### src/hdl/esd_pkg.sv
package esd_pkg;

    // Saturation point of the decoded length and width of the length field
    localparam int LENGTH_MAX = 4096;
    localparam int LEN_W      = 13;

    // Result queue between the decoder and the result port
    localparam int FIFO_PTR_W = 2;
    localparam int FIFO_DEPTH = 1 << FIFO_PTR_W;
    localparam int FIFO_CNT_W = FIFO_PTR_W + 1;

    typedef struct packed {
        logic [7:0] in_byte;
        logic       in_last;
    } in_item_t;

    typedef struct packed {
        logic [7:0]       out_byte;
        logic             out_valid;
        logic             out_end;
        logic             out_error;
        logic [LEN_W-1:0] out_length;
    } out_item_t;

    // Results of one decode step: up to two, in order res0 then res1
    typedef struct packed {
        out_item_t  res0;
        out_item_t  res1;
        logic [1:0] num;
    } step_res_t;

endpackage

### src/hdl/esd_core.sv
module esd_core (
    input  logic               aclk,
    input  logic               aresetn,
    input  logic               advance,
    input  esd_pkg::in_item_t  item,
    output esd_pkg::step_res_t res
);
    import esd_pkg::*;

    localparam logic [1:0] MODE_NORMAL = 2'd0;
    localparam logic [1:0] MODE_ESC    = 2'd1;
    localparam logic [1:0] MODE_HEX    = 2'd2;
    localparam logic [1:0] MODE_OCT    = 2'd3;

    localparam logic [7:0] CH_BACKSLASH = 8'h5C;
    localparam logic [7:0] CH_X         = 8'h78;
    localparam logic [7:0] ESC_CODE     = 8'h1B;

    logic [1:0]       mode_reg, mode_next;
    logic [1:0]       cnt_reg, cnt_next;
    logic [1:0]       lim_reg, lim_next;
    logic [7:0]       acc_reg, acc_next;
    logic             err_reg, err_next;
    logic [LEN_W-1:0] bcnt_reg, bcnt_next;

    // {digit ok, value}
    function automatic logic [4:0] hex_digit(input logic [7:0] ch);
        logic [4:0] r;
        r = 5'd0;
        if (ch >= 8'h30 && ch <= 8'h39) begin
            r = {1'b1, 4'(ch - 8'h30)};
        end else if (ch >= 8'h61 && ch <= 8'h66) begin
            r = {1'b1, 4'(ch - 8'h57)};
        end else if (ch >= 8'h41 && ch <= 8'h46) begin
            r = {1'b1, 4'(ch - 8'h37)};
        end
        return r;
    endfunction

    function automatic logic [7:0] esc_map(input logic [7:0] ch);
        logic [7:0] r;
        unique case (ch)
            8'h45, 8'h65: r = ESC_CODE;
            8'h6E:        r = 8'h0A;
            8'h72:        r = 8'h0D;
            8'h74:        r = 8'h09;
            8'h62:        r = 8'h08;
            8'h66:        r = 8'h0C;
            8'h61:        r = 8'h07;
            8'h76:        r = 8'h0B;
            default:      r = ch;
        endcase
        return r;
    endfunction

    logic [7:0]       c;
    logic [4:0]       hx;
    logic             oct_ok;
    logic [1:0]       mode, cnt, lim;
    logic [7:0]       acc;
    logic             err_mid, err_end, err_b, err_fin;
    logic             ea, eb, ec, ka, kb, kc;
    logic [7:0]       va, vb, vc, v0, v1;
    logic [1:0]       n;
    logic [LEN_W:0]   sum;
    logic [LEN_W-1:0] bsat;

    always_comb begin
        c       = item.in_byte;
        hx      = hex_digit(c);
        oct_ok  = (c >= 8'h30) && (c <= 8'h37);
        mode    = mode_reg;
        cnt     = cnt_reg;
        lim     = lim_reg;
        acc     = acc_reg;
        err_mid = 1'b0;
        err_end = 1'b0;
        ea = 1'b0; va = 8'd0;
        eb = 1'b0; vb = 8'd0;
        ec = 1'b0; vc = 8'd0;

        unique case (mode_reg)
            MODE_NORMAL: begin
                if (c == CH_BACKSLASH) begin
                    mode = MODE_ESC;
                end else begin
                    eb = 1'b1;
                    vb = c;
                end
            end
            MODE_ESC: begin
                mode = MODE_NORMAL;
                if (c == CH_X) begin
                    mode = MODE_HEX;
                    cnt  = 2'd0;
                    lim  = 2'd2;
                    acc  = 8'd0;
                end else if (oct_ok) begin
                    mode = MODE_OCT;
                    acc  = {5'd0, c[2:0]};
                    cnt  = 2'd1;
                    lim  = c[2] ? 2'd2 : 2'd3;
                end else begin
                    ea = 1'b1;
                    va = esc_map(c);
                end
            end
            MODE_HEX: begin
                if (hx[4]) begin
                    acc = {acc_reg[3:0], hx[3:0]};
                    cnt = cnt_reg + 2'd1;
                    if (cnt >= lim_reg) begin
                        ea   = 1'b1;
                        va   = acc;
                        mode = MODE_NORMAL;
                    end
                end else begin
                    if (cnt_reg == 2'd0) begin
                        err_mid = 1'b1;
                    end else begin
                        ea = 1'b1;
                        va = acc_reg;
                    end
                    mode = MODE_NORMAL;
                    if (c == CH_BACKSLASH) begin
                        mode = MODE_ESC;
                    end else begin
                        eb = 1'b1;
                        vb = c;
                    end
                end
            end
            MODE_OCT: begin
                if (oct_ok) begin
                    acc = {acc_reg[4:0], c[2:0]};
                    cnt = cnt_reg + 2'd1;
                    if (cnt >= lim_reg) begin
                        ea   = 1'b1;
                        va   = acc;
                        mode = MODE_NORMAL;
                    end
                end else begin
                    ea   = 1'b1;
                    va   = acc_reg;
                    mode = MODE_NORMAL;
                    if (c == CH_BACKSLASH) begin
                        mode = MODE_ESC;
                    end else begin
                        eb = 1'b1;
                        vb = c;
                    end
                end
            end
            default: ;
        endcase

        // Flush whatever escape is still open at the end of the string
        if (item.in_last) begin
            unique case (mode)
                MODE_ESC: err_end = 1'b1;
                MODE_HEX: begin
                    if (cnt == 2'd0) begin
                        err_end = 1'b1;
                    end else begin
                        ec = 1'b1;
                        vc = acc;
                    end
                end
                MODE_OCT: begin
                    ec = 1'b1;
                    vc = acc;
                end
                default: ;
            endcase
        end

        // Drop output once an error is latched
        err_b   = err_reg | err_mid;
        err_fin = err_b | err_end;
        ka = ea & ~err_reg;
        kb = eb & ~err_b;
        kc = ec & ~err_b;
        n  = {1'b0, ka} + {1'b0, kb} + {1'b0, kc};

        sum  = {1'b0, bcnt_reg} + {{(LEN_W-1){1'b0}}, n};
        bsat = (sum > (LEN_W+1)'(LENGTH_MAX)) ? LEN_W'(LENGTH_MAX) : sum[LEN_W-1:0];

        v0 = ka ? va : (kb ? vb : vc);
        v1 = (ka && kb) ? vb : vc;

        res.res0 = '{out_byte: v0, out_valid: 1'b1, out_end: 1'b0, out_error: 1'b0,
                     out_length: '0};
        res.res1 = '{out_byte: v1, out_valid: 1'b1, out_end: 1'b0, out_error: 1'b0,
                     out_length: '0};
        res.num  = n;

        if (item.in_last) begin
            if (n == 2'd2) begin
                res.res1.out_end    = 1'b1;
                res.res1.out_error  = err_fin;
                res.res1.out_length = err_fin ? '0 : bsat;
            end else begin
                if (n == 2'd0) begin
                    res.res0.out_byte  = 8'd0;
                    res.res0.out_valid = 1'b0;
                end
                res.res0.out_end    = 1'b1;
                res.res0.out_error  = err_fin;
                res.res0.out_length = err_fin ? '0 : bsat;
                res.num             = 2'd1;
            end
            mode_next = MODE_NORMAL;
            cnt_next  = 2'd0;
            lim_next  = 2'd0;
            acc_next  = 8'd0;
            err_next  = 1'b0;
            bcnt_next = '0;
        end else begin
            mode_next = mode;
            cnt_next  = cnt;
            lim_next  = lim;
            acc_next  = acc;
            err_next  = err_b;
            bcnt_next = bsat;
        end
    end

    always_ff @(posedge aclk) begin
        if (!aresetn) begin
            mode_reg <= MODE_NORMAL;
            cnt_reg  <= 2'd0;
            lim_reg  <= 2'd0;
            acc_reg  <= 8'd0;
            err_reg  <= 1'b0;
            bcnt_reg <= '0;
        end else if (advance) begin
            mode_reg <= mode_next;
            cnt_reg  <= cnt_next;
            lim_reg  <= lim_next;
            acc_reg  <= acc_next;
            err_reg  <= err_next;
            bcnt_reg <= bcnt_next;
        end
    end

endmodule

### src/hdl/esd_fifo.sv
module esd_fifo (
    input  logic               aclk,
    input  logic               aresetn,
    input  logic               wr_en,
    input  esd_pkg::step_res_t wr_res,
    output logic               room,
    output logic               m_valid,
    input  logic               m_ready,
    output esd_pkg::out_item_t m_data
);
    import esd_pkg::*;

    out_item_t             mem [FIFO_DEPTH];
    logic [FIFO_PTR_W-1:0] wr_ptr_reg, wr_ptr_next;
    logic [FIFO_PTR_W-1:0] rd_ptr_reg, rd_ptr_next;
    logic [FIFO_CNT_W-1:0] count_reg, count_next;
    logic [1:0]            wr_num;
    logic                  pop;

    assign wr_num  = wr_en ? wr_res.num : 2'd0;
    assign m_valid = (count_reg != '0);
    assign m_data  = mem[rd_ptr_reg];
    assign pop     = m_valid & m_ready;
    // Two free slots cover the worst step
    assign room    = (count_reg <= FIFO_CNT_W'(FIFO_DEPTH - 2));

    assign wr_ptr_next = wr_ptr_reg + FIFO_PTR_W'(wr_num);
    assign rd_ptr_next = rd_ptr_reg + FIFO_PTR_W'(pop);
    assign count_next  = count_reg + FIFO_CNT_W'(wr_num) - FIFO_CNT_W'(pop);

    always_ff @(posedge aclk) begin
        if (wr_num != 2'd0) begin
            mem[wr_ptr_reg] <= wr_res.res0;
        end
        if (wr_num == 2'd2) begin
            mem[wr_ptr_reg + FIFO_PTR_W'(1)] <= wr_res.res1;
        end
    end

    always_ff @(posedge aclk) begin
        if (!aresetn) begin
            wr_ptr_reg <= '0;
            rd_ptr_reg <= '0;
            count_reg  <= '0;
        end else begin
            wr_ptr_reg <= wr_ptr_next;
            rd_ptr_reg <= rd_ptr_next;
            count_reg  <= count_next;
        end
    end

    a_count_bound: assert property (@(posedge aclk) disable iff (!aresetn)
        count_reg <= FIFO_CNT_W'(FIFO_DEPTH))
        else $error("result queue count beyond depth");

    a_pair_fits: assert property (@(posedge aclk) disable iff (!aresetn)
        (wr_num == 2'd2) |-> (count_reg <= FIFO_CNT_W'(FIFO_DEPTH - 2)))
        else $error("two results written without room");

    a_write_shows: assert property (@(posedge aclk) disable iff (!aresetn)
        (wr_num != 2'd0) |=> m_valid)
        else $error("written result not presented");

    a_reset_empty: assert property (@(posedge aclk)
        !aresetn |=> (count_reg == '0))
        else $error("queue not empty after reset");

endmodule

### src/hdl/escape_sequence_decoder.sv
// Streaming decoder for C-style backslash escapes. Send one character per
// transfer on s_data (in_byte, with in_last on the final character); decoded
// bytes come out on m_data, and the final result of each string carries
// out_end together with the error flag and the decoded length, saturating at
// 4096. That final result is either the string's last decoded byte or, when
// the last character decodes to nothing, an extra result with out_valid low.
// An input transfer is taken every cycle as long as the result side keeps
// pace: a character yields zero, one or two results, and the result port
// moves one per cycle while m_ready is high, so the sustained rate is one
// character per cycle for strings whose characters give one result each,
// and is otherwise set by the result count at the port. A character waits
// in the input register until the queue has room for two results, then the
// decode step writes its results into a four-entry result queue whose head
// drives m_data and m_valid.
// Errors (\x without digits, a trailing backslash) latch for the rest of the
// string and drop its remaining bytes; all state clears after each string.
module escape_sequence_decoder (
    input  logic               aclk,
    input  logic               aresetn,
    input  logic               s_valid,
    output logic               s_ready,
    input  esd_pkg::in_item_t  s_data,
    output logic               m_valid,
    input  logic               m_ready,
    output esd_pkg::out_item_t m_data
);
    import esd_pkg::*;

    in_item_t  in_reg;
    logic      in_valid_reg;
    logic      room;
    logic      advance;
    step_res_t step_res;

    // Advance the held character into the decoder once the queue can take
    // the worst case of two results.
    assign advance = in_valid_reg & room;
    assign s_ready = ~in_valid_reg | advance;

    // Hold the accepted character; payload needs no reset.
    always_ff @(posedge aclk) begin
        if (s_valid && s_ready) begin
            in_reg <= s_data;
        end
    end

    always_ff @(posedge aclk) begin
        if (!aresetn) begin
            in_valid_reg <= 1'b0;
        end else if (s_ready) begin
            in_valid_reg <= s_valid;
        end
    end

    // Decode step: escape parser state and per-character results.
    esd_core u_core (
        .aclk    (aclk),
        .aresetn (aresetn),
        .advance (advance),
        .item    (in_reg),
        .res     (step_res)
    );

    // Result queue: up to two writes, one read per cycle.
    esd_fifo u_fifo (
        .aclk    (aclk),
        .aresetn (aresetn),
        .wr_en   (advance),
        .wr_res  (step_res),
        .room    (room),
        .m_valid (m_valid),
        .m_ready (m_ready),
        .m_data  (m_data)
    );

endmodule
### config.mk
export PLATFORM = sky130hd
export DESIGN_NAME = escape_sequence_decoder
export DESIGN_NICKNAME = d
export VERILOG_FILES = /design/src/hdl/esd_pkg.sv /design/src/hdl/esd_core.sv /design/src/hdl/esd_fifo.sv /design/src/hdl/escape_sequence_decoder.sv
export SDC_FILE = /design/constraint.sdc
export NUM_CORES = 1
export LEC_CHECK = 0
export ABC_CLOCK_PERIOD_IN_PS = 8500
export BUFFER_PORTS_ARGS = -buffer_cell sky130_fd_sc_hd__buf_2
export CORE_ASPECT_RATIO = 1.5
export CORE_MARGIN = 2
export CORE_UTILIZATION = 30
export DETAILED_ROUTE_END_ITERATION = 16
export HOLD_SLACK_MARGIN = 0.06
export PLACE_DENSITY = 0.55
export SETUP_SLACK_MARGIN = 0.1
export SYNTH_ARGS = -nofsm -noshare
export SYNTH_HDL_FRONTEND = slang
export SYNTH_SLANG_ARGS = --single-unit
### constraint.sdc
create_clock -name aclk -period 8.5 [get_ports aclk]
set_input_delay 1.7 -clock aclk [delete_from_list [all_inputs] [get_ports aclk]]
set_output_delay 1.7 -clock aclk [all_outputs]
set_load 0.02 [all_outputs]
Yosys cells after proc, flatten, opt, wreduce, memory -nomap -nowiden
Memory sizes are Yosys's and may differ from the RTL's. A register that Yosys moved wholly into a read port is not among the register bits. Index checks and enable logic that the tools add are counted.

Memory bits (writable): 96. Memories kept: 1. Logic and storage cells: 165. Register bits: 45.

Muxes and demuxes: 84. Reduce and logical (&&, ||, !) cells: 16. Eq/ne operators: 19. $add $sub $neg: 12. Bitwise operators: 11. $lt $le $gt $ge: 10.

Memories: u_fifo.mem (depth 4, bits a word 24, read ports 1, clocked after memory_dff 1, write ports 2, RTL line esd_fifo.sv:13) `out_item_t mem [FIFO_DEPTH];`.

Operators with widths (count): $mux W8 (20); $eq A8 B7 Y1 const B (11); $pmux W8 S3 (3); $pmux W8 S8 (1); $mux W24 (2); $mux W13 (3); $mux W2 (19); $mux W1 (23); $mux W17 (1); $ge A8 B7 Y1 const B (2); $le A8 B6 Y1 const B (2); $le A8 B7 Y1 const B (2); $pmux W8 S2 (1); $mux W15 (1); $mux W5 (3); $add A13 B2 Y14 (1); $gt A14 B13 Y1 const B (1); $eq A2 B2 Y1 const B (6); $mux W9 (1); $ge A8 B6 Y1 const B (1); $logic_not A2 Y1 (4); $pmux W2 S4 (1); $sub A4 B3 Y4 const B (2); $logic_and A1 B1 Y1 (6); other kinds (20) (35).

Logic depth before layout (Yosys ltp)
Depth in word-level cells: 23. Gate-level depth with buffers: 30.

Cells and area by module
From an unflattened synthesis, not the netlist that was laid out.

Cell total of the unflattened synthesis: 805. Area, all modules: 9056.2 sq um.

Modules (own cells, without submodules): esd_fifo (cells an instance 285, times used 1, sequential area each 3022.9 sq um, area an instance 5138.7 sq um); esd_core (cells an instance 505, times used 1, sequential area each 560.5 sq um, area an instance 3582.2 sq um); escape_sequence_decoder (cells an instance 15, times used 1, sequential area each 290.3 sq um, area an instance 335.3 sq um).

Worst setup path before layout
OpenSTA, ideal clock, no wires.

Path type: reg2reg. Start: register in_reg[2] in the netlist's numbering. End: memory u_fifo.mem[1][10] in the netlist's numbering (data pin). Buffers on the path: 6. Required time: 8.229 ns. Period minus slack after synthesis: 6.415 ns. Slack: 2.085 ns. Arrival time: 6.144 ns. Stages on the path, launching flop included: 30. Library setup time: 0.271 ns. Path through: edfxtp_1 clkbuf_1 inv_1 ha_1 clkbuf_1 or3b_1 and3_1 nor2_1 nor2_1 a21oi_1 a22o_1 ha_1 a311o_1 o221ai_1 buf_4 or3_1 fa_1 inv_1 ha_1 inv_1 fa_1 and4b_1 and4_1 clkbuf_1 or3_1 o21ai_0 a41oi_1 buf_2 buf_2 nor4_1.

RTL lines: from (decl) (RTL line escape_sequence_decoder.sv:29) `in_item_t in_reg;`; from (signal assigned) (RTL line escape_sequence_decoder.sv:43) `in_reg <= s_data;`; to (decl) (RTL line esd_fifo.sv:13).

==> summary.md <==
| Metric | Value |
|---|---|
| Syn Std Cell Area | 0.00824 sq mm |
| Row count | 74 |
| Post-CTS sizing | 0 |
| ANT cells | 0 |
| Reg2reg start | in_reg[2]$_DFFE_PP_ |
| Unrepaired setup endpoints after global routing | false |
| H-tree Lvls | 4 |
| Synth cell count leaders | 101 x edfxtp_1, 66 x nand2_1, 44 x clkbuf_1, 44 x nor2_1, 44 x nor4_1 |
| Main synth FF type | edfxtp_1 |
| CTS tree | done |
| Largest stage delay, worst path | 560 ps |
| Area of the core | about 0.027 sq mm |
| Die Y | 207 um |
| I/O pin count | 39 |
| Die Width | about 140 um |
| Fmax | 133 MHz |
| Root Driver | clkbuf_16 |
| Final HPWL DP | 16.1 mm |
| Post-synthesis sequential area ratio | 46.5% |
| Worst Setup Start Kind | flip-flop |
| Critical Path Slowest Stage Cell | or4_1 |
| Yosys cell types | 80 |
| Final core occ | 34.1% |
| Fin nets | 838 |
| HP Class | flip-flop to flip-flop |
| Clock sink count | 141 |
| Die area | 0.0288 sq mm |
| Worst R2R End | u_fifo.mem[2][9]$_DFFE_PP_ |
| Most numerous cell in the Yosys netlist | edfxtp_1 |
| All-Layer GR Usage | roughly 16% |
| TNS Setup | 0 ps |
| Clk_lat worst skew | 440 ps |
| Max-cap violation count | 0 |
| CP Capture Type | flip-flop |
| Critical path required time | 8800 ps |
| CP max FO | 45 |
| Pwr dens | 210 mW/mm^2 |
| Drt total wl | between 20 and 25 mm |
| Post-route setup slack | 995 ps |
| Congestion Overflow GR | 0 |
| Critical Path Source | in_reg[2]$_DFFE_PP_ |
| DRC Markers | 0 |
| Synth Area per Inst | approximately 10 sq um |
| Register bit total from synthesis | 141 |
| Max VDD drop | about 0.14 mV |
| Vias | 6,487 |
| Synth Warn # | 0 |
| Top-area cell type share of the netlist area | 36.8% |
| Syn Nets | 835 |
| Layout fillers | approximately 2,700 |
| I/O Buffers | 38 |
| Layout area overhead | 12.3% |
| Leak | about 3 nW |
| Clk_skew | 6.74 ps |
| Initial DRC count | 512 |
| Worst setup endpoint | u_fifo.mem[2][9]$_DFFE_PP_ |
| Initial antenna violation count | 0 |
| # hold bufs at CTS | 0 |
| Top post-synthesis cells by area | edfxtp_1 37%, dfxtp_1 9.7%, mux4_2 6.6% |
| Critical path class | flip-flop to flip-flop |
| Instance count of the mapped netlist | 800 |
| Final Cycle Share | about nine tenths |
| First-pass GRT wire length | about 36 mm |
| Worst reg-to-reg setup slack | 1000 ps |
| Inserted Clock Buffers | 17 |
| Pin count of the biggest net entering global routing | 49 |
| Tmin final | 7500 ps |
| CTS Buffer Depth | 2 |
| Fin. Hold Viols | 0 |
| Number of synthesized flops with an enable pin | about 100 |
| Dpl ws | roughly 1100 ps |
| Clock-pin slew on the worst setup and hold paths | 70 ps |
| CP Data Arrival Time | 7800 ps |
| Max reg flops | 96 |
| WL/cell | 20.0 um |
| 1st-pass router iterations | 6 |
| Worst Tran Pin Value | ~940 ps |
| FF-to-FF path depth | 26 |
| Initial Util | 30.4% |
| Share of cells above drive strength 1 | around 15% |
| Largest area contributor in the netlist | edfxtp_1 |
| Vias/cell | 5.60 |
| Pins Over Slew Limit | 0 |
| Power Total | 1.94 mW |
| Gpl congestion | 0.929 |
| Final setup fails | 0 |
| Rel. slew slack | between 30% and 40% |
| # Post-CTS Setup Buffers | 0 |
| Antenna viol nets, final | 0 |
| Vias in the first global route | 6,409 |
| Outcome | finished clean |
| Post-synth ARST share | 0% |
==> worst min path at each step <==
stage,start,end,slack (ps),depth (start not counted)
4_1_cts,u_fifo.mem[2][15]$_SDFFE_PP1P_,u_fifo.mem[2][15]$_SDFFE_PP1P_,480,2
5_1_grt,u_fifo.mem[3][15]$_SDFFE_PP1P_,u_fifo.mem[3][15]$_SDFFE_PP1P_,500,2
3_5_place_dp,u_fifo.mem[2][15]$_SDFFE_PP1P_,u_fifo.mem[2][15]$_SDFFE_PP1P_,470,2
6_report,u_core.lim_reg[1]$_SDFFE_PN0P_,u_core.lim_reg[1]$_SDFFE_PN0P_,480,2
3_3_place_gp,u_fifo.mem[1][15]$_SDFFE_PP1P_,u_fifo.mem[1][15]$_SDFFE_PP1P_,450,2
2_1_floorplan,u_fifo.mem[2][15]$_SDFFE_PP1P_,u_fifo.mem[2][15]$_SDFFE_PP1P_,440,2
==> critical path: cells and delay by family (launching register included) <==
| kind | cells | cell delay [ps] |
|---|---|---|
| buf+inv | 5 | 900 |
| compound gates | 6 | 1200 |
| flops | 1 | 540 |
| fa+ha+maj | 5 | 1670 |
| simple gates | 10 | 3050 |
==> power by group <==
part	switching [mW]	internal [mW]	leakage, nW
combinational	0.219	0.173	1.50
sequential	0.0598	0.784	1.22
clock	0.325	0.383	0.266
total	0.604	1.34	2.99
==> cell usage in the layout, fill, tap and decap left out, types with 6 or more instances in the layout <==
cell type  Yosys  final
and3_1         6      6
o21ai_0       21     21
xor2_1        11     11
clkbuf_16      0     17
mux4_2        24     24
nand2b_1      10     10
buf_4          3     12
a21oi_1       20     20
nand3_1       34     34
nor2b_1       30     30
nor3b_1        8      8
nand2_1       66     66
ha_1          19     19
a31oi_1       11     11
o2bb2ai_1      6      6
nor3_1        18     18
xnor2_1        7      7
dfxtp_1       40     39
and2_1        14     14
nor2_1        44     44
o22ai_1       33     33
nand4_1        6      6
a22oi_1       24     24
buf_2         13     38
inv_1         32     32
nor4_1        44     44
edfxtp_1     101    101
==> metal layers <==
layer | up-vias | wire [um] | share of wire [%] | GRT usage (%)
li1 | 3084 | - | - | -
met1 | 3139 | 9260 | 40 | 18.4
met2 | 203 | 12200 | 53 | 28.8
met3 | 61 | 894 | 3.9 | 3.10
met4 | 0 | 870 | 3.7 | 8.19
met5 | - | 0 | 0 | 0
==> per-stage QoR <==
step | hold slack [ps] | std cells | area [sq um]
floorplan | 436 | 800 | 8240
global placement | 451 | 1126 | 8700
detailed placement | 465 | 1126 | 8700
CTS | 478 | 1158 | 9260
global route | 498 | 1158 | 9260
finish | 477 | 1158 | 9260
==> kinds of logic after synthesis <==
group | Yosys count | synth area share (%)
DFF | 141 | 46.5
AOI/OAI and AO/OA | 182 | 15.8
muxes | 26 | 6.81
xor gates and xnor gates | 18 | 1.91
and+or+nand+nor | 311 | 20.5
buffers and inverters | 100 | 4.89
adders and majority gates | 22 | 3.61
==> cell type report <==
type	instances	area, sq um	share of cell area (%)
multi-input combinational	559	4030	43.5
sequential	141	3830	41.4
tap	342	428	4.62
clock buffer	17	425	4.59
timing repair buffer	50	280	3.03
clock inverter	15	134	1.45
inverter	34	128	1.38
(Power assumes the default switching activity.)
